**config.mk**
```make
export PLATFORM = sky130hd
export DESIGN_NAME = step_bound_info_reduce
export DESIGN_NICKNAME = d
export VERILOG_FILES = /design/src/hw/rtl/sbir_pkg.sv /design/src/hw/rtl/sbir_ctrl.sv /design/src/hw/rtl/sbir_dp.sv /design/src/hw/rtl/step_bound_info_reduce.sv
export SDC_FILE = /design/constraint.sdc
export NUM_CORES = 1
export LEC_CHECK = 0
export BUFFER_PORTS_ARGS = -buffer_cell sky130_fd_sc_hd__buf_2
export CELL_PAD_IN_SITES_DETAIL_PLACEMENT = 0
export CELL_PAD_IN_SITES_GLOBAL_PLACEMENT = 2
export CORE_MARGIN = 2
export CORE_UTILIZATION = 31
export DETAILED_ROUTE_END_ITERATION = 8
export PLACE_DENSITY_LB_ADDON = 0.12
export SETUP_SLACK_MARGIN = 0.15
export SYNTH_ARGS = -nofsm -noshare
export SYNTH_HDL_FRONTEND = slang
export SYNTH_SLANG_ARGS = --single-unit
```
**constraint.sdc**
```tcl
create_clock -name clk_i -period 7 [get_ports clk_i]
set_input_delay 1.05 -clock clk_i [delete_from_list [all_inputs] [get_ports clk_i]]
set_output_delay 1.05 -clock clk_i [all_outputs]
set_load 0.02 [all_outputs]
```
**src/hw/rtl/sbir_pkg.sv**
```systemverilog
`default_nettype none

package sbir_pkg;

  typedef enum logic [3:0] {
    S_IDLE = 4'b0001,
    S_LOAD = 4'b0010,
    S_DIV  = 4'b0100,
    S_UPD  = 4'b1000
  } state_e;

  typedef struct packed {
    logic take;
    logic load;
    logic step;
    logic update;
    logic out_load;
  } dp_cmd_t;

  typedef struct packed {
    logic qual;
    logic last;
    logic div_last;
  } dp_status_t;

endpackage

`default_nettype wire

```
**src/hw/rtl/sbir_ctrl.sv**
```systemverilog
`default_nettype none

module sbir_ctrl
  import sbir_pkg::*;
(
  input  wire             clk_i,
  input  wire             rst_ni,
  input  wire             in_valid_i,
  output logic            in_stall_o,
  output logic            out_valid_o,
  input  wire             out_stall_i,
  input  wire dp_status_t status_i,
  output dp_cmd_t         cmd_o
);

  state_e state_q, state_d;
  logic   out_valid_q, out_valid_d;

  always_comb begin
    state_d     = state_q;
    cmd_o       = '0;
    out_valid_d = out_valid_q & out_stall_i;
    case (state_q)
      S_IDLE: begin
        if (in_valid_i) begin
          cmd_o.take = 1'b1;
          state_d    = S_LOAD;
        end
      end
      S_LOAD: begin
        cmd_o.load = 1'b1;
        state_d    = status_i.qual ? S_DIV : S_UPD;
      end
      S_DIV: begin
        cmd_o.step = 1'b1;
        if (status_i.div_last) begin
          state_d = S_UPD;
        end
      end
      S_UPD: begin
        if (!(status_i.last && out_valid_q && out_stall_i)) begin
          cmd_o.update   = 1'b1;
          cmd_o.out_load = status_i.last;
          if (status_i.last) begin
            out_valid_d = 1'b1;
          end
          state_d = S_IDLE;
        end
      end
      default: begin
        state_d = S_IDLE;
      end
    endcase
  end

  always_ff @(posedge clk_i or negedge rst_ni) begin
    if (!rst_ni) begin
      state_q     <= S_IDLE;
      out_valid_q <= 1'b0;
    end else begin
      state_q     <= state_d;
      out_valid_q <= out_valid_d;
    end
  end

  assign in_stall_o  = (state_q != S_IDLE);
  assign out_valid_o = out_valid_q;

endmodule

`default_nettype wire

```
**src/hw/rtl/sbir_dp.sv**
```systemverilog
`default_nettype none

module sbir_dp
  import sbir_pkg::*;
#(
  parameter int unsigned DATA_WIDTH = 32,
  parameter int unsigned FRAC_BITS  = 16
) (
  input  wire                         clk_i,
  input  wire                         rst_ni,
  input  wire dp_cmd_t                cmd_i,
  output dp_status_t                  status_o,
  input  wire signed [DATA_WIDTH-1:0] point_value_i,
  input  wire signed [DATA_WIDTH-1:0] step_dir_i,
  input  wire signed [DATA_WIDTH-1:0] lower_bound_i,
  input  wire signed [DATA_WIDTH-1:0] upper_bound_i,
  input  wire                         has_lower_i,
  input  wire                         has_upper_i,
  input  wire                         last_item_i,
  output logic signed [DATA_WIDTH-1:0] closest_bound_o,
  output logic signed [DATA_WIDTH-1:0] wolfe_bound_o,
  output logic signed [DATA_WIDTH-1:0] farthest_bound_o
);

  localparam int unsigned W  = DATA_WIDTH;
  localparam int unsigned NW = DATA_WIDTH + FRAC_BITS + 1;
  localparam int unsigned CW = $clog2(DATA_WIDTH + 1);
  localparam logic [W-1:0] INF_CODE = {1'b0, {(W-1){1'b1}}};
  localparam logic [W-1:0] MIN_CODE = {1'b1, {(W-1){1'b0}}};
  localparam logic [W-1:0] MINUS_ONE = (FRAC_BITS >= DATA_WIDTH - 1) ? MIN_CODE :
                                       (~(W'(1) << FRAC_BITS) + W'(1));

  logic           qual_q, last_q, neg_q, ovf_q;
  logic [W-1:0]   nmag_q, dmag_q;
  logic [W-1:0]   r_q;
  logic [W:0]     nlo_q, q_q;
  logic [CW-1:0]  cnt_q;
  logic signed [W-1:0] run_min_q, run_wolfe_q, run_max_q;

  logic           pos_dir, neg_dir, qual_c, nneg_c;
  logic signed [W:0] bound_c, diff_c;
  logic [W-1:0]   nmag_c;
  logic [W-1:0]   dmag_c;
  logic [NW-1:0]  nfull, ntop;
  logic [W:0]     r_sh;
  logic           qbit;
  logic signed [W-1:0] t_c, min_c, wolfe_c, max_c;

  always_comb begin
    pos_dir = (step_dir_i > 0) && has_upper_i;
    neg_dir = (step_dir_i < 0) && has_lower_i;
    qual_c  = pos_dir || neg_dir;
    bound_c = pos_dir ? (W+1)'(upper_bound_i) : (W+1)'(lower_bound_i);
    diff_c  = bound_c - (W+1)'(point_value_i);
    nneg_c  = diff_c[W];
    nmag_c  = nneg_c ? W'(-diff_c) : W'(diff_c);
    dmag_c  = step_dir_i[W-1] ? (W'(0) - W'(step_dir_i)) : W'(step_dir_i);
  end

  always_comb begin
    nfull = NW'(nmag_q) << FRAC_BITS;
    ntop  = nfull >> (W + 1);
    r_sh  = {r_q, nlo_q[W]};
    qbit  = (r_sh >= {1'b0, dmag_q});
  end

  always_comb begin
    if (!neg_q) begin
      t_c = (ovf_q || q_q[W] || q_q[W-1]) ? INF_CODE : q_q[W-1:0];
    end else if (ovf_q || q_q[W] || (q_q[W-1] && (q_q[W-2:0] != '0))) begin
      t_c = MIN_CODE;
    end else begin
      t_c = W'(0) - q_q[W-1:0];
    end
    min_c   = run_min_q;
    wolfe_c = run_wolfe_q;
    max_c   = run_max_q;
    if (qual_q) begin
      if (t_c < run_min_q) begin
        min_c = t_c;
      end
      if ((min_c > 0) && (t_c < run_wolfe_q)) begin
        wolfe_c = t_c;
      end
      if (t_c > run_max_q) begin
        max_c = t_c;
      end
    end
  end

  always_ff @(posedge clk_i) begin
    if (cmd_i.take) begin
      qual_q <= qual_c;
      last_q <= last_item_i;
      neg_q  <= nneg_c ^ step_dir_i[W-1];
      nmag_q <= nmag_c;
      dmag_q <= dmag_c;
    end
    if (cmd_i.load) begin
      ovf_q <= (ntop >= NW'(dmag_q));
      r_q   <= ntop[W-1:0];
      nlo_q <= nfull[W:0];
      q_q   <= '0;
      cnt_q <= '0;
    end else if (cmd_i.step) begin
      r_q   <= qbit ? W'(r_sh - {1'b0, dmag_q}) : r_sh[W-1:0];
      nlo_q <= {nlo_q[W-1:0], 1'b0};
      q_q   <= {q_q[W-1:0], qbit};
      cnt_q <= cnt_q + CW'(1);
    end
    if (cmd_i.out_load) begin
      closest_bound_o  <= min_c;
      wolfe_bound_o    <= wolfe_c;
      farthest_bound_o <= (max_c < 0) ? INF_CODE : max_c;
    end
  end

  always_ff @(posedge clk_i or negedge rst_ni) begin
    if (!rst_ni) begin
      run_min_q   <= INF_CODE;
      run_wolfe_q <= INF_CODE;
      run_max_q   <= MINUS_ONE;
    end else if (cmd_i.update) begin
      if (last_q) begin
        run_min_q   <= INF_CODE;
        run_wolfe_q <= INF_CODE;
        run_max_q   <= MINUS_ONE;
      end else begin
        run_min_q   <= min_c;
        run_wolfe_q <= wolfe_c;
        run_max_q   <= max_c;
      end
    end
  end

  assign status_o.qual     = qual_q;
  assign status_o.last     = last_q;
  assign status_o.div_last = (cnt_q == CW'(W));

endmodule

`default_nettype wire

```
**src/hw/rtl/step_bound_info_reduce.sv**
```systemverilog
`default_nettype none

// Channel  Direction  Handshake                 Payload
// in       sink       in_valid_i / in_stall_o   point, direction, bounds, flags, last
// out      source     out_valid_o / out_stall_i closest, Wolfe and farthest bound
//
// An element whose step direction points at a bound that is present passes through the
// restoring divider (one quotient bit per cycle, DATA_WIDTH + 1 steps); others skip it.
// A result is produced only on the last element and waits in the output register.
// The final element of a vector stalls in its update cycle while that register is full and out_stall_i is high.
// Reset returns the running minimum, Wolfe minimum and maximum to their initial values.

module step_bound_info_reduce
  import sbir_pkg::*;
#(
  parameter int unsigned DATA_WIDTH = 32,
  parameter int unsigned FRAC_BITS  = 16
) (
  input  wire                          clk_i,
  input  wire                          rst_ni,
  input  wire                          in_valid_i,
  output logic                         in_stall_o,
  input  wire signed [DATA_WIDTH-1:0]  point_value_i,
  input  wire signed [DATA_WIDTH-1:0]  step_dir_i,
  input  wire signed [DATA_WIDTH-1:0]  lower_bound_i,
  input  wire signed [DATA_WIDTH-1:0]  upper_bound_i,
  input  wire                          has_lower_i,
  input  wire                          has_upper_i,
  input  wire                          last_item_i,
  output logic                         out_valid_o,
  input  wire                          out_stall_i,
  output logic signed [DATA_WIDTH-1:0] closest_bound_o,
  output logic signed [DATA_WIDTH-1:0] wolfe_bound_o,
  output logic signed [DATA_WIDTH-1:0] farthest_bound_o
);

  dp_cmd_t    cmd;
  dp_status_t status;

  sbir_ctrl u_ctrl (
    .clk_i       (clk_i),
    .rst_ni      (rst_ni),
    .in_valid_i  (in_valid_i),
    .in_stall_o  (in_stall_o),
    .out_valid_o (out_valid_o),
    .out_stall_i (out_stall_i),
    .status_i    (status),
    .cmd_o       (cmd)
  );

  sbir_dp #(
    .DATA_WIDTH (DATA_WIDTH),
    .FRAC_BITS  (FRAC_BITS)
  ) u_dp (
    .clk_i            (clk_i),
    .rst_ni           (rst_ni),
    .cmd_i            (cmd),
    .status_o         (status),
    .point_value_i    (point_value_i),
    .step_dir_i       (step_dir_i),
    .lower_bound_i    (lower_bound_i),
    .upper_bound_i    (upper_bound_i),
    .has_lower_i      (has_lower_i),
    .has_upper_i      (has_upper_i),
    .last_item_i      (last_item_i),
    .closest_bound_o  (closest_bound_o),
    .wolfe_bound_o    (wolfe_bound_o),
    .farthest_bound_o (farthest_bound_o)
  );

endmodule

`default_nettype wire

```
* Word level (Yosys, flattened, before mapping)
Cells that the tools add are included.
W data, S select, Z words.
** Cells by class
- Magnitude comparators :: 9
- Multiplexer cells :: 35
- Bitwise logic cells :: 2
- Equal/unequal tests :: 9
- $add $sub $neg :: 6
- Reduce and logical (&&, ||, !) cells :: 13
** Operators by type and width (number)
- $mux W32 :: 15
- $mux W33 :: 3
- $gt A32 B1 Y1 const B :: 2
- $lt A32 B1 Y1 const B :: 2
- $lt A32 B32 Y1 :: 2
- $sub A1 B32 Y32 const A :: 2
- $ge A33 B32 Y1 :: 1
- $sub A33 B32 Y33 :: 1
- $ge A15 B32 Y1 :: 1
- $gt A32 B32 Y1 :: 1
- $neg A32 Y32 :: 1
- $sub A32 B32 Y32 :: 1
- $mux W31 :: 1
- $reduce_bool A31 Y1 :: 1
- $mux W15 :: 2
- $mux W4 :: 4
- $pmux W4 S4 :: 1
- $mux W1 :: 7
- $add A6 B1 Y6 const B :: 1
- $eq A6 B6 Y1 const B :: 1
- $logic_and A1 B1 Y1 :: 6
- $ne A2 B2 Y1 const B :: 3
- $eq A4 B1 Y1 const B :: 1
- $eq A4 B2 Y1 const B :: 1
- 9 further kinds :: 13
** Storage, ports and cells
- Bits of input ports :: 135
- Flip-flop bits (word level) :: 353
- Output and inout port bits :: 98

* Longest topological paths before layout
Gate-level depths: netlist of the first run.
- Depth after elaboration :: 13
- Mapped depth :: 29
- Depth with buffers taken out :: 26

* Cells and area by module
From an unflattened synthesis of the first run, not the netlist that was laid out.
** Second synthesis, totals
- Cells, all modules :: 2424
- Area total of the unflattened synthesis :: 23661.4 um^2
** Modules (own cells, without submodules)
- sbir_dp :: times used 1, cells an instance 2389, seq. area each 9506.6 um^2, area each 23299.8 um^2
- sbir_ctrl :: times used 1, cells an instance 35, seq. area each 126.4 um^2, area each 361.6 um^2

* Worst setup path before layout of the first run
OpenSTA, ideal clock, no wires.
- Path type :: input to register
- Start :: in step_dir_i[1]
- End :: reg u_dp.nmag_q[25] (data pin)
- Required time :: 6.736 ns
- Data arrival time :: 6.803 ns
- Path buffers :: 2
- Stages :: 27
- Path slack :: -0.067 ns
- Path through :: inv_1 -> ha_1 -> nand2_1 -> or3_1 -> nor3_1 -> nand3_1 -> or2_2 -> or4_1 -> or4_1 -> nor3_1 -> nor3b_1 -> clkbuf_1 -> mux2_2 -> ha_1 -> nor3_1 -> nand2b_1 -> o21ai_0 -> o21ai_0 -> xnor2_1 -> or3_1 -> or4_1 -> inv_2 -> and2_1 -> and3b_1 -> clkbuf_1 -> a31oi_1 -> xor2_1
** Between the ends
- Longest elaborated chain between the ends :: 6
** Ends and longest elaborated chain
- start: declaration :: RTL line step_bound_info_reduce.sv:24 : input wire signed [DATA_WIDTH-1:0] step_dir_i,
- $gt A32 B1 Y1 * :: RTL line sbir_dp.sv:50 : pos_dir = (step_dir_i > 0) && has_upper_i;
- $logic_and A1 B1 Y1 * :: RTL line sbir_dp.sv:50
- $mux W33 * :: RTL line sbir_dp.sv:53 : bound_c = pos_dir ? (W+1)'(upper_bound_i) : (W+1)'(lower_bound_i);
- $sub A33 B32 Y33 * :: RTL line sbir_dp.sv:54 : diff_c = bound_c - (W+1)'(point_value_i);
- $neg A32 Y32 :: RTL line sbir_dp.sv:56 : nmag_c = nneg_c ? W'(-diff_c) : W'(diff_c);
- $mux W32 * :: RTL line sbir_dp.sv:56
- via u_dp.nmag_c[25] :: RTL line sbir_dp.sv:42 : logic [W-1:0] nmag_c;
- end signal: assignment :: RTL line sbir_dp.sv:96 : nmag_q <= nmag_c;
- end: declaration :: RTL line sbir_dp.sv:34 : logic [W-1:0] nmag_q, dmag_q;
The timed path passes the listed nets; every way through them passes the cells marked *.
A chain may end at the register's enable or synchronous reset.

* Worst setup path after layout of the first run
- Start :: in step_dir_i[1]
- End :: reg u_dp.nmag_q[31] (data pin)
The elaborated chain is that of the path after synthesis.

==> flow_metrics.tcl, run 1 <==
set metrics [dict create \
    synth_warnings 0 \
    worstMarginPinSlew_ns 1.01 \
    ys_seq_elements 353 \
    dieArea_um2 75400 \
    crit_path_start_kind "input port" \
    rows 99 \
    grt_antenna_before_repair 1 \
    crit_start "step_dir_i[1]" \
    critical_path.max_fanout 7 \
    rrSetupSlack_ns 0.60 \
    synth_area_um2 22700 \
    holdBufCountCts 0 \
    synth_top_area_share_pct 25.9 \
    drtPass1Iterations 5 \
    ys_dominant_reg_cell "edfxtp_1" \
    rr_startpoint "u_dp.q_q[16]$_SDFFE_PP0N_" \
    drc 0 \
    synth.area.top_cells "edfxtp_1 26%, ha_1 9.8%, dfstp_2 9.1%, dfxtp_1 4.9%, a21oi_1 4.3%" \
    syn_inst 2345 \
    critical_path_class "input port to register" \
    fin_skew_ns 0.0219 \
    cts_tree "yes" \
    ir_drop_v 0.000246 \
    fp.dieW_um 275 \
    arrival_ns 6.88 \
    cts_num_sinks 353 \
    synth_cell_type_count 98 \
    viasPerCell 5.07 \
    grt_first_pass_wirelength_mm 109 \
    synthArstFlopShare_pct 28.6 \
    grt_pass1_vias 18550 \
    initial_core_util_pct 31.2 \
    h-tree-depth 2 \
    slew_headroom_pct 30.9 \
    via_count 18847 \
    setup_viol 0 \
    finalCritPeriodShare_pct 93.6 \
    hp-start "u_dp.r_q[24]$_SDFFE_PP0N_" \
    worstSetupEndpointType "register" \
    whs_ns 0.488 \
    multi_input_area_um2 12100 \
    tns_ns 0 \
    grt-ovfl-total 0 \
    required_ns 7.33 \
    drt.antenna.violating_nets 0 \
    finalNonFillerCells 3714 \
    finish.net_count 3033 \
    max_cap_viol_count 0 \
    cts_buffers 44 \
    grt_max_degree 67 \
    p_per_area_nw_per_um2 487 \
    max_freq_mhz 153 \
    hold_class "register to register" \
    rsz0062_at_grt "false" \
    syn_to_final_growth_pct 23.4 \
    status "finished clean" \
    io_pins 233 \
    drtIter0Drc 1209 \
    gp_congestion 0.845 \
    fin_crit_ns 6.55 \
    syn_area_per_cell_um2 9.68 \
    fillers 7360 \
    clock_latency_ns 0.59 \
    final-seq-area_um2 9630 \
    yosysTopAreaCell "edfxtp_1" \
    synth_edf_count 196 \
    hold_violations 0 \
    syn_nets 2660 \
    dp_hpwl_mm 53.8 \
    slew_viol_final 0 \
    wl_per_cell_um 19.2 \
    synth_common_cells "197 x inv_1, 196 x edfxtp_1, 195 x a21oi_1" \
    ys_seq_area_share_pct 42.4 \
    yosysMostFrequentCell "inv_1" \
    leakagePower_uw 0.0123 \
    core_area_um2 72700 \
    drive_gt1_share_pct 26.4 \
    die_h_um 275 \
    wl_mm 71.4 \
    io_buffers 232 \
    dp_cells 3630 \
    cts_root_buf "clkbuf_16" \
    path_clk_slew_ns 0.06 \
    cts_max_path_buffers 3 \
    grt_use_total_pct 18.6 \
]
-- final cells by class --
| type | count | share of cell area [%] |
|---|---|---|
| tap | 959 | 4.29 |
| multi-input combinational | 1682 | 43.1 |
| timing repair buffer | 436 | 10.2 |
| clock inverter | 26 | 1.01 |
| inverter | 201 | 2.71 |
| sequential | 353 | 34.4 |
| clock buffer | 56 | 4.31 |
| antenna | 1 | 0.00894 |
-- routing by layer --
layer | share of wire, % | routed length, µm | GRT usage, %
met1 | 45 | 32300 | 24.7
met2 | 49 | 34800 | 32.1
met3 | 3.7 | 2620 | 2.37
met4 | 2.3 | 1650 | 4.66
met5 | 0 | 0 | 0
-- what timing repair did --
| item | in CTS | in global routing |
|---|---|---|
| resized for setup | 0 | 41 |
| buffers inserted | 0 | 1 |
| endpoints found under the setup margin | 0 | 67 |
| endpoints found under the hold margin | 0 | 0 |
-- power breakdown --
group / internal, µW / switching, µW
combinational: 3080 / 4600
clock: 1380 / 963
sequential: 3170 / 448
-- flip-flops by register name (all words and copies together) (netlist names) --
| name | flops |
|---|---|
| u_dp.last_q | 1 |
| u_ctrl.state_q | 4 |
| u_dp.nlo_q | 17 |
| u_dp.closest_bound_o | 32 |
| u_dp.run_wolfe_q | 32 |
| u_dp.dmag_q | 32 |
| u_dp.nmag_q | 32 |
| u_dp.qual_q | 1 |
| u_dp.neg_q | 1 |
| u_dp.r_q | 32 |
| u_dp.q_q | 33 |
| u_dp.cnt_q | 6 |
| u_ctrl.out_valid_o | 1 |
| u_dp.wolfe_bound_o | 32 |
| u_dp.run_max_q | 32 |
| u_dp.ovf_q | 1 |
| u_dp.farthest_bound_o | 32 |
| u_dp.run_min_q | 32 |
-- final timing paths --
| kind | end | cells past startpoint |
|---|---|---|
| max in group asynchronous | u_dp.run_wolfe_q[31]$_DFFE_PN0P_ | 2 |
| min | u_dp.r_q[24]$_SDFFE_PP0N_ | 2 |
| max reg2reg | u_dp.wolfe_bound_o[8]$_DFFE_PP_ | 19 |
| min reg2reg | u_dp.r_q[24]$_SDFFE_PP0N_ | 2 |
| max | u_dp.nmag_q[31]$_DFFE_PP_ | 27 |
| min in group asynchronous | u_dp.run_max_q[8]$_DFFE_PN0P_ | 1 |
-- metrics by stage --
stage	power [µW]	instance area [µm²]	setup WS, ns	util, %
floorplan	8400	22700	0.150	-
global placement	11300	26300	-0.287	36.2
detailed placement	11300	26300	-0.414	36.2
CTS	13800	27800	0.222	38.3
global route	14700	28000	0.134	38.5
finish	13600	28000	0.451	38.5
-- worst max-delay path, cell delays in order --
cell,delay (ns)
buf_2,0.10
inv_1,0.07
ha_1,0.16
nand2_1,0.07
or3_4,0.35
nor3_4,0.22
nand3_2,0.10
or2_4,0.26
or4_4,0.42
or4_4,0.45
nor3_4,0.23
nor3b_4,0.14
mux2i_1,0.19
ha_2,0.24
fa_2,0.35
nand2b_4,0.15
a21bo_2,0.22
a211o_1,0.34
a211o_4,0.38
a21boi_2,0.16
o21a_1,0.18
o21ai_2,0.09
nor4bb_4,0.32
and3_4,0.22
and3_1,0.17
a31oi_1,0.10
xnor2_1,0.14
-- cells by family after synthesis --
logic type	share of synthesized area, %
simple gates	14.2
flops	42.4
compound gates	20.0
mux	3.29
fa+ha+maj	9.99
other cells	0.0165
xor+xnor	4.51
buf+inv	5.47
-- placed cells by master (no fill, tap or decap), types with 41 or more instances in the layout --
cell type and n:
nand2_1 174, edfxtp_1 196, buf_4 191, a21oi_1 191, clkbuf_16 45, xnor2_1 91, buf_2 231, dfstp_2 79
ha_1 176, o21ai_0 116, inv_1 197, dfxtp_1 56, a21o_1 73, nor2_1 171, nor3_1 62, mux2_2 45
a22o_1 41
Note: power is estimated with default switching activity, not from simulation.
==> run 2, diff against run 1 <==
==> constraint.sdc (replaced) <==
create_clock -name clk_i -period 7 [get_ports clk_i]
set_input_delay 1.4 -clock clk_i [delete_from_list [all_inputs] [get_ports clk_i]]
set_output_delay 1.4 -clock clk_i [all_outputs]
set_load 0.02 [all_outputs]
==> flow_metrics.tcl, run 2 (synthesis results as in run 1) <==
set metrics [dict create \
    rows 99 \
    cts_root_buf "clkbuf_16" \
    core_area_um2 72700 \
    grt-ovfl-total 0 \
    syn_to_final_growth_pct 25.5 \
    worstMarginPinSlew_ns 1.14 \
    wl_per_cell_um 19.7 \
    preCtsSetupSlack_ns -0.514 \
    h-tree-depth 2 \
    tns_ns 0 \
    worstSetupEndpointType "register" \
    via_count 18955 \
    fin_skew_ns 0.0345 \
    grt_use_total_pct 19.2 \
    clock_latency_ns 0.59 \
    cts_max_path_buffers 3 \
    slew_viol_final 0 \
    hold_violations 0 \
    whs_ns 0.488 \
    status "finished clean" \
    worst_slack_ns 0.251 \
    final-seq-area_um2 9630 \
    die_h_um 275 \
    setup_viol 0 \
    wl_mm 73.8 \
    slew_headroom_pct 23.0 \
    final_common_cell "buf_2" \
    cts_buffers 43 \
    finalCritPeriodShare_pct 96.4 \
    io_buffers 232 \
    drtIter0Drc 1106 \
    num_antenna_cells 0 \
    worst_path_most_repeated_cell "or4_4" \
    rrSetupSlack_ns 0.79 \
    finish.net_count 3067 \
    fp.dieW_um 275 \
    cts_num_sinks 353 \
    ir_drop_v 0.000241 \
    holdBufCountCts 0 \
    use_met1_pct 24.6 \
    fin_crit_ns 6.75 \
    required_ns 7.31 \
    multi_input_area_um2 12300 \
    grt_first_pass_wirelength_mm 112 \
    critical_path.max_fanout 6 \
    grt_max_degree 68 \
    max_cap_viol_count 0 \
    gp_congestion 0.869 \
    grt_pass1_vias 18834 \
    max_freq_mhz 148 \
    met3_usage_pct 2.99 \
    dieArea_um2 75400 \
    grt_antenna_before_repair 0 \
    p_total_uw 13700 \
    largest-register "u_dp.q_q" \
    grt.busiest_layer "met2" \
    worst-r2r-cell-count 22 \
    drc 0 \
    grtUsageMet2_pct 33.1 \
    crit_slowest_cell "or4_4" \
    final_area_um2 28500 \
    rsz0062_at_grt "true" \
    cts_tree "yes" \
    arrival_ns 7.06 \
    drtPass1Iterations 4 \
    path_clk_slew_ns 0.06 \
    initial_core_util_pct 31.2 \
    hold_class "register to register" \
    critical_path_class "input port to register" \
    largest_reg_flops 33 \
    io_pins 233 \
    drive_gt1_share_pct 28.1 \
    dp_hpwl_mm 54.8 \
    crit_path_start_kind "input port" \
    hold_depth 2 \
    viasPerCell 5.06 \
    final_cell_mix "230 x buf_2, 225 x buf_4, 196 x edfxtp_1, 195 x inv_1, 186 x a21oi_1" \
    leakagePower_uw 0.0125 \
    p_per_area_nw_per_um2 479 \
    drt.antenna.violating_nets 0 \
    dpl-instance-area_um2 26600 \
    fillers 7288 \
    max_stage_delay_ns 0.53 \
]
## run 2: repair_timing
| action | in CTS | in global routing |
|---|---|---|
| cloned | 1 | 1 |
| setup endpoints to repair | 5 | 31 |
| gates resized for setup | 13 | 50 |
| hold endpoints to repair | 0 | 0 |
| setup buffers | 1 | 14 |
| pin swaps | 4 | 23 |
## run 2: critical path, delay by kind of cell
| kind | cells | cell delay [ns] |
|---|---|---|
| and+or+nand+nor | 14 | 3.50 |
| xor gates and xnor gates | 2 | 0.29 |
| muxes | 1 | 0.35 |
| buffers and inverters | 6 | 0.63 |
| AOI/OAI and AO/OA | 4 | 0.44 |
| adders and majority gates | 2 | 0.41 |
## run 2: per-layer routing
metal	up-vias	wire [µm]
met5	-	0
met4	0	2180
met3	101	3060
met2	364	35800
met1	9087	32800
li1	9403	-
## run 2: cell type report
cell class                      instances  area share (%)
Inverter                              201            2.71
Timing Repair Buffer                  470            10.9
Clock inverter                         20           0.979
Tap cell                              959            4.21
Multi-Input combinational cell       1683            43.3
Clock buffer                           60            4.14
Sequential cell                       353            33.8
## run 2: worst paths after layout
check                                          start                                      end
setup / recovery                       step_dir_i[0]                u_dp.nmag_q[25]$_DFFE_PP_
hold / removal             u_dp.q_q[32]$_SDFFE_PP0N_                u_dp.q_q[32]$_SDFFE_PP0N_
setup reg to reg           u_dp.q_q[16]$_SDFFE_PP0N_  u_dp.farthest_bound_o[22]$_SDFFCE_PP1P_
hold reg to reg            u_dp.q_q[32]$_SDFFE_PP0N_                u_dp.q_q[32]$_SDFFE_PP0N_
max in group asynchronous                     rst_ni         u_dp.run_wolfe_q[31]$_DFFE_PN0P_
min in group asynchronous                     rst_ni           u_dp.run_max_q[11]$_DFFE_PN0P_
## run 2: through the flow
step / cells / utilization, %
3_5_place_dp: 3649 / 36.5
5_1_grt: 3746 / 39.2
2_1_floorplan: 2345 / -
3_3_place_gp: 3649 / 36.5
6_report: 3746 / 39.2
4_1_cts: 3731 / 38.7
## run 2: where the power goes
group	switching (µW)	total (µW)	leakage, µW	internal, µW
clock	943	2320	0.000699	1380
sequential	445	3620	0.00336	3170
combinational	4640	7720	0.00842	3080
==> run 3, diff against run 2 <==
--- a/config.mk
+++ b/config.mk
@@ -5,6 +5,7 @@
 export SDC_FILE = /design/constraint.sdc
 export NUM_CORES = 1
 export LEC_CHECK = 0
+export ABC_AREA = 1
 export BUFFER_PORTS_ARGS = -buffer_cell sky130_fd_sc_hd__buf_2
 export CELL_PAD_IN_SITES_DETAIL_PLACEMENT = 0
 export CELL_PAD_IN_SITES_GLOBAL_PLACEMENT = 2
@@ -12,6 +13,7 @@
 export CORE_UTILIZATION = 31
 export DETAILED_ROUTE_END_ITERATION = 8
 export PLACE_DENSITY_LB_ADDON = 0.12
+export REMOVE_ABC_BUFFERS = 1
 export SETUP_SLACK_MARGIN = 0.15
 export SYNTH_ARGS = -nofsm -noshare
 export SYNTH_HDL_FRONTEND = slang
==> flow_metrics.tcl, run 3 <==
set metrics [dict create \
    finalCritPeriodShare_pct 90.9 \
    fp.dieW_um 279 \
    synth_top_area_share_pct 25.1 \
    p_sw_share_pct 48.6 \
    core_area_um2 74600 \
    dp_cells 4175 \
    dieArea_um2 77700 \
    seq_power_share_pct 23.0 \
    cts_tree "yes" \
    worst_slack_ns 0.636 \
    largest-register "u_dp.q_q" \
    via_count 20093 \
    hold_violations 0 \
    max_stage_delay_ns 0.34 \
    critical_path_class "input port to register" \
    h-tree-depth 2 \
    grt_antenna_before_repair 1 \
    synthArstFlopShare_pct 28.6 \
    gp_congestion 0.850 \
    final_util_pct 38.1 \
    fin_crit_ns 6.36 \
    drive_gt1_share_pct 21.2 \
    synth_common_cells "677 x nand2_1, 440 x inv_1, 196 x edfxtp_1" \
    intPower_uw 7940 \
    status "finished clean" \
    p_clk_share_pct 16.3 \
    yosysTopAreaCell "edfxtp_1" \
    worstMarginPinSlew_ns 1.06 \
    rsz0062_at_grt "true" \
    fillers 7751 \
    syn_area_per_cell_um2 8.09 \
    preCtsSetupSlack_ns -0.163 \
    ys_seq_area_share_pct 41.2 \
    synth_warnings 0 \
    dp_hpwl_mm 51.0 \
    wl_mm 67.3 \
    io_pins 233 \
    arrival_ns 6.66 \
    die_h_um 279 \
    drtPass1Iterations 5 \
    cts_buffers 43 \
    max_freq_mhz 157 \
    max_cap_viol_count 0 \
    slew_viol_final 0 \
    grt_pass1_vias 19942 \
    ys_dominant_reg_cell "edfxtp_1" \
    drtIter0Drc 993 \
    setup_viol 0 \
    num_antenna_cells 0 \
    worst_path_most_repeated_cell "inv_1" \
    cts_root_buf "clkbuf_16" \
    final_common_cell "nand2_1" \
    drc 0 \
    clock_latency_ns 0.59 \
    finish.net_count 3567 \
    synth_area_um2 23400 \
    finalNonFillerCells 4256 \
    syn_inst 2895 \
    wl_per_cell_um 15.8 \
    hold_class "register to register" \
    path_buf_inv 11 \
    worstSetupEndpointType "register" \
    p_total_uw 15500 \
    yosysMostFrequentCell "nand2_1" \
    grt_use_total_pct 17.2 \
    synth.area.top_cells "edfxtp_1 25%, nand2_1 11%, ha_1 9.5%, dfstp_2 8.9%, inv_1 7.1%" \
    initial_core_util_pct 31.4 \
    final_cell_mix "677 x nand2_1, 438 x inv_1, 231 x buf_2, 196 x edfxtp_1, 178 x ha_1" \
    path_clk_slew_ns 0.06 \
    cts_num_sinks 353 \
    slew_headroom_pct 27.8 \
    crit_path_start_kind "input port" \
    cpLargestDelayFamily "simple AND/OR/NAND/NOR gates" \
    synth_cell_type_count 61 \
    pwr-share-comb_pct 60.8 \
    fin_skew_ns 0.0431 \
    synth_edf_count 196 \
    required_ns 7.30 \
    grt-ovfl-total 0 \
    ys_seq_elements 353 \
    largest_reg_flops 33 \
    syn_to_final_growth_pct 21.4 \
    grt_max_degree 97 \
    cts_max_path_buffers 3 \
    viasPerCell 4.72 \
    crit_slowest_cell "mux2_2" \
    p_per_area_nw_per_um2 544 \
    ir_drop_v 0.000519 \
    grt_first_pass_wirelength_mm 108 \
    io_buffers 232 \
    drt.antenna.violating_nets 0 \
    leakagePower_uw 0.0134 \
    p_switching_uw 7510 \
    critical_path.max_fanout 8 \
    rows 100 \
]
[run 3: worst paths after layout]
path | cells past startpoint | slack [ns] | endpoint | from
max | 37 | 0.64 | u_dp.nmag_q[26]$_DFFE_PP_ | step_dir_i[1]
min | 2 | 0.47 | u_dp.cnt_q[5]$_SDFFE_PP0N_ | u_dp.cnt_q[5]$_SDFFE_PP0N_
max reg2reg | 34 | 0.87 | u_dp.wolfe_bound_o[10]$_DFFE_PP_ | u_dp.q_q[0]$_SDFFE_PP0N_
min reg2reg | 2 | 0.47 | u_dp.cnt_q[5]$_SDFFE_PP0N_ | u_dp.cnt_q[5]$_SDFFE_PP0N_
max in group asynchronous | 2 | 4.88 | u_dp.run_min_q[31]$_DFFE_PN0P_ | rst_ni
min in group asynchronous | 1 | 0.83 | u_dp.run_max_q[7]$_DFFE_PN0P_ | rst_ni
[run 3: what timing repair did]
item | 4_1_cts | 5_1_grt
hold buffers | 0 | 0
gates resized for setup | 0 | 20
buffers inserted | 0 | 1
endpoints found under the setup margin | 0 | 95
[run 3: power groups by stage]
stage                     Sequential (µW)  Combinational (µW)  Clock (µW)
after floorplan                      3540                6240           0
after global placement               3580                9410           0
after detailed placement             3590                9450           0
after CTS                            3560                9510        2600
after global routing                 3620               10800        2670
final                                3550                9390        2510
[run 3: per-layer routing]
metal	wire (µm)	share of wire [%]	vias to the layer above	global-route usage [%]
met2	32600	48	291	30.4
li1	-	-	10402	-
met3	2350	3.5	68	2.14
met4	1110	1.7	0	3.21
met5	0	0	-	0
met1	31300	47	9332	22.5
[run 3: worst min-delay path, delay by kind of cell, from the launching register on]
family / cells / cell delay [ns]
AOI/OAI and AO/OA: 1 / 0.06
buffers and inverters: 1 / 0.06
DFF: 1 / 0.31
[run 3: logic make-up (layout without fill, tap and decap cells)]
kind of cell,after synthesis,count (layout),share of synthesized area (%)
AND/OR/NAND/NOR,1129,1129,20.8
buffers and inverters,552,944,9.24
AO/OA/AOI/OAI,529,529,13.1
flip-flops,353,353,41.2
adder cells (fa/ha/maj),180,180,9.69
XOR/XNOR,120,120,4.49
multiplexers,31,31,1.49
other,1,1,0.0160
[run 3: stage by stage]
| stage | hold WS [ns] | instance area, µm² | TNS, ns |
|---|---|---|---|
| after floorplan | 0.441 | 23000 | -189.81 |
| after global placement | 0.450 | 26700 | -0.269 |
| after detailed placement | 0.471 | 26700 | -1.25 |
| after CTS | 0.480 | 28300 | 0 |
| after global routing | 0.511 | 28400 | 0 |
| final | 0.468 | 28400 | 0 |
[run 3: layout make-up]
class,instances,area (µm²),share of cell area [%]
Clock inverter,23,393,1.38
Sequential cell,353,9630,33.9
Inverter,461,1730,6.09
Tap cell,969,1210,4.27
Clock buffer,57,1190,4.19
Timing Repair Buffer,403,2530,8.89
Multi-Input combinational cell,1990,11700,41.3
